==> src/rtl/core/dda_pkg.sv <==
// ----------------------------------------------------------------------------
// dda_pkg: shared types and constants for the DDA ray setup block
// Register indexes and the per-stage record of the reciprocal pipeline.
// ----------------------------------------------------------------------------
package dda_pkg;

    typedef enum logic [2:0] {
        REG_POS_X   = 3'd0,
        REG_POS_Y   = 3'd1,
        REG_DIR_X   = 3'd2,
        REG_DIR_Y   = 3'd3,
        REG_PLANE_X = 3'd4,
        REG_PLANE_Y = 3'd5
    } reg_index_t;

    // quotient bits of floor(2^32 / mag): bit 32 down to bit 0
    localparam int DIV_STEPS = 33;

    typedef struct packed {
        logic               vld;
        logic signed [18:0] rdx;
        logic signed [18:0] rdy;
        logic [18:0]        magx;
        logic [18:0]        magy;
        logic [18:0]        remx;
        logic [18:0]        remy;
        logic [32:0]        qx;
        logic [32:0]        qy;
    } div_t;

endpackage

==> src/rtl/core/dda_recip_stage.sv <==
// ----------------------------------------------------------------------------
// dda_recip_stage: one restoring-division step for both ray axes
// Shifts one dividend bit into each remainder and settles one quotient bit.
// ----------------------------------------------------------------------------
module dda_recip_stage
    import dda_pkg::*;
(
    input  logic aclk,
    input  logic aresetn,
    input  logic en,
    input  logic num_bit,
    input  div_t d_in,
    output div_t d_out
);

    div_t        stage_reg;
    div_t        stage_next;
    logic [19:0] shx;
    logic [19:0] shy;
    logic        gex;
    logic        gey;

    always_comb begin
        shx = {d_in.remx, num_bit};
        shy = {d_in.remy, num_bit};
        gex = shx >= {1'b0, d_in.magx};
        gey = shy >= {1'b0, d_in.magy};
        stage_next      = d_in;
        stage_next.remx = gex ? 19'(shx - {1'b0, d_in.magx}) : shx[18:0];
        stage_next.remy = gey ? 19'(shy - {1'b0, d_in.magy}) : shy[18:0];
        stage_next.qx   = {d_in.qx[31:0], gex};
        stage_next.qy   = {d_in.qy[31:0], gey};
    end

    always_ff @(posedge aclk) begin
        if (!aresetn) begin
            stage_reg.vld <= 1'b0;
        end else if (en) begin
            stage_reg <= stage_next;
        end
    end

    assign d_out = stage_reg;

endmodule

==> config.mk <==
export PLATFORM = sky130hd
export DESIGN_NAME = dda_recip_stage
export DESIGN_NICKNAME = d
export VERILOG_FILES = /design/src/rtl/core/dda_pkg.sv /design/src/rtl/core/dda_recip_stage.sv
export SDC_FILE = /design/constraint.sdc
export NUM_CORES = 1
export LEC_CHECK = 0
export BUFFER_PORTS_ARGS = -buffer_cell sky130_fd_sc_hd__buf_2
export CORE_AREA = 2 2 142 144
export CTS_CLUSTER_DIAMETER = 150
export DETAILED_ROUTE_END_ITERATION = 16
export DIE_AREA = 0 0 144 146
export GPL_TIMING_DRIVEN = 0
export PLACE_DENSITY = 0.72
export SLEW_MARGIN = 20
export SYNTH_ARGS = -nofsm -noshare
export SYNTH_HDL_FRONTEND = slang
export SYNTH_SLANG_ARGS = --single-unit
==> constraint.sdc <==
create_clock -name aclk -period 16.29 [get_ports aclk]
set_clock_uncertainty 0.05 [all_clocks]
set_input_delay 3.258 -clock aclk [delete_from_list [all_inputs] [get_ports aclk]]
set_output_delay 3.258 -clock aclk [all_outputs]
set_load 0.1 [all_outputs]
==> results.json <==
{
  "start_util_pct": 42.1,
  "critPathCaptureType": "register",
  "io_buffers": 363,
  "synth_warnings": 0,
  "tritoncts": "built",
  "cts_resized": 0,
  "die_width_um": 144,
  "cts_hold_buffers": 0,
  "synth_edf_count": 180,
  "synth-seq-area-share_pct": 66.6,
  "layout_min_cycle_time_ps": 6000,
  "synth-seq-cells": 181,
  "wirelength_um": 23100,
  "utilization_pct": 56.7,
  "grt_pass1_vias": 6057,
  "dr_total_vias": 6212,
  "maxCapViolations": 0,
  "dp_hpwl_um": 18100,
  "pre_cts_slack_ps": 9860,
  "hold_start": "d_out[180]",
  "gr-total-overflow": 0,
  "core_um2": 19300,
  "initialDrtViolationCount": 415,
  "rsz0062_at_grt": "no",
  "grt_pass1_wl_um": 34000,
  "grt_start_max_net_pins": 60,
  "detail-route-antenna-nets": 0,
  "die_area_um2": 21000,
  "ys_types": 62,
  "setup_ws_ps": 10290,
  "areaGrowthSynthToFinish_pct": 34.5,
  "tightest_slew_ps": 973,
  "clk_path_buf_depth": 2,
  "path_clk_slew_ps": 70,
  "antenna_found_initial": 2,
  "cts_inserted_buffers": 17,
  "met2_usage_pct": 35.5,
  "power_density_nw_per_um2": 129,
  "syn_avg_cell_area_um2": 14.2,
  "worstSetupPathType": "input pin to register",
  "period_share_pct": 36.9,
  "yosys.area.top_type_share_pct": 66.4,
  "wire_per_inst_um": 18.7,
  "ys.flop_type": "edfxtp_1",
  "r2r_start": "d_out[180]",
  "cts_setup_buffers": 0,
  "syn_nets": 799,
  "hold_path.class": "register to register",
  "first_pass_iters": 7,
  "clk_latency_ps": 420,
  "hold_viol": 0,
  "die_y_um": 146,
  "synth_largest_area_cell": "edfxtp_1",
  "remaining_drc_errors": 0,
  "startpoint_type": "input pin",
  "cts-root-buf": "clkbuf_16",
  "arrival_ps": 6130,
  "cts_sinks": 181,
  "fill_cells": 1631,
  "syn_inst": 574,
  "slew_violations": 0,
  "h-tree-depth": 4,
  "peakVddDrop_mv": 0.0698,
  "crit_fanout": 10,
  "grt_usage_pct": 21.5,
  "critPathLaunch": "num_bit",
  "final_nets": 1184,
  "slew_headroom_pct": 34.8,
  "ys_top_cells_by_area": "edfxtp_1, ha_1, mux2_2",
  "p_leak_nw": 4.83,
  "top_usage_layer": "met2",
  "tns_ps": 0,
  "gr-usage-met1_pct": 26.4,
  "async_reset_ff_share_pct": 0,
  "syn_area_um2": 8140,
  "io_pins": 366,
  "vias_per_cell": 5.03,
  "largest_reg_flops": 181,
  "setup_viol_count_final": 0,
  "gp_congestion": 0.887,
  "diodes": 0,
  "drive_gt1_share_pct": 45.5,
  "fmax_mhz": 167,
  "required_ps": 16420,
  "met3_usage_pct": 7.50,
  "outcome": "finished clean",
  "rows": 51
}
cell families after synthesis:
group | after synthesis | synth area share, %
buf+inv | 57 | 2.97
fa+ha+maj | 40 | 6.33
flops | 181 | 66.6
xor+xnor | 25 | 2.69
mux | 27 | 3.72
compound gates | 132 | 10.8
simple gates | 112 | 6.90
metal layers:
metal | vias up | routed length, um
li1 | 2954 | -
met1 | 2935 | 9330
met2 | 274 | 11200
met3 | 45 | 2030
met4 | 4 | 539
met5 | - | 31
placed cells by master, fill, tap and decap left out, drive strengths merged, types with 5 or more instances in the layout:
cell type  count
buf          370
edfxtp       180
inv           56
a21oi         40
ha            38
nand2         33
o21ai         24
mux2          23
nor2          21
clkbuf        19
xnor2         16
nand3         14
a21o          13
xor2           9
nand2b         8
clkinv         8
a31oi          7
and3           6
a211oi         6
o211ai         5
o21a           5
o31ai          5
metrics by stage:
step / hold slack (ps) / cell area [um^2] / cells / power, mW
global placement: 446 / 10300 / 1202 / 1.01
floorplan: 931 / 8140 / 574 / 0.928
finish: 482 / 11000 / 1236 / 1.41
global route: 529 / 11000 / 1236 / 1.46
CTS: 484 / 11000 / 1236 / 1.42
detailed placement: 466 / 10400 / 1205 / 1.01
worst max-delay path: stages:
cell and delay, ps:
buf_2 130, inv_1 90, ha_1 230, fa_1 420
nand2b_1 190, a21oi_1 320, o41ai_2 190, o2111ai_2 570
nand2_4 120, clkinv_4 160, buf_8 160, mux2_4 300
cells in the mapped netlist (2+ instances only):
cell type and n:
nor4_1 2, o2111ai_1 2, clkbuf_2 2, nand4b_1 2, a21o_1 13, nor2_1 21
ha_1 38, o31ai_1 4, nand2_1 32, and2_1 3, a21oi_1 40, nor2b_1 4
or2_2 3, nor3_1 4, nand4_1 4, a211oi_1 6, mux2i_1 4, xor2_1 9
o31a_1 2, a211o_1 2, a31o_2 4, a311oi_1 2, fa_1 2, a31oi_1 7
buf_2 2, nand3_1 14, o21ai_0 23, o211ai_1 5, xnor2_1 16, o21bai_1 3
edfxtp_1 180, and3_1 6, nand2b_1 8, or3_1 4, mux2_2 22, o21a_1 5
inv_1 49
layout make-up:
type | instances | area, um^2 | share of cell area (%)
multi-input cells | 336 | 2480 | 22.6
inverters | 51 | 199 | 1.82
plain buffers | 6 | 42.5 | 0.388
clock inverters | 14 | 161 | 1.47
flip-flops and latches | 181 | 5430 | 49.5
clock buffers | 17 | 425 | 3.88
well taps | 265 | 332 | 3.03
repair buffers | 366 | 1890 | 17.3
final timing paths:
check | depth (start not counted) | slack [ps] | to
setup / recovery | 12 | 10290 | d_out[101]
hold / removal | 2 | 480 | d_out[180]
setup reg to reg | 2 | 15650 | d_out[180]
hold reg to reg | 2 | 480 | d_out[180]
where the power goes:
group / switching [mW] / internal (mW) / total, mW
sequential: 0.00755 / 0.555 / 0.563
combinational: 0.349 / 0.0921 / 0.441
clock: 0.201 / 0.206 / 0.407
total: 0.558 / 0.853 / 1.41
Power figures use the tool's default switching activity.
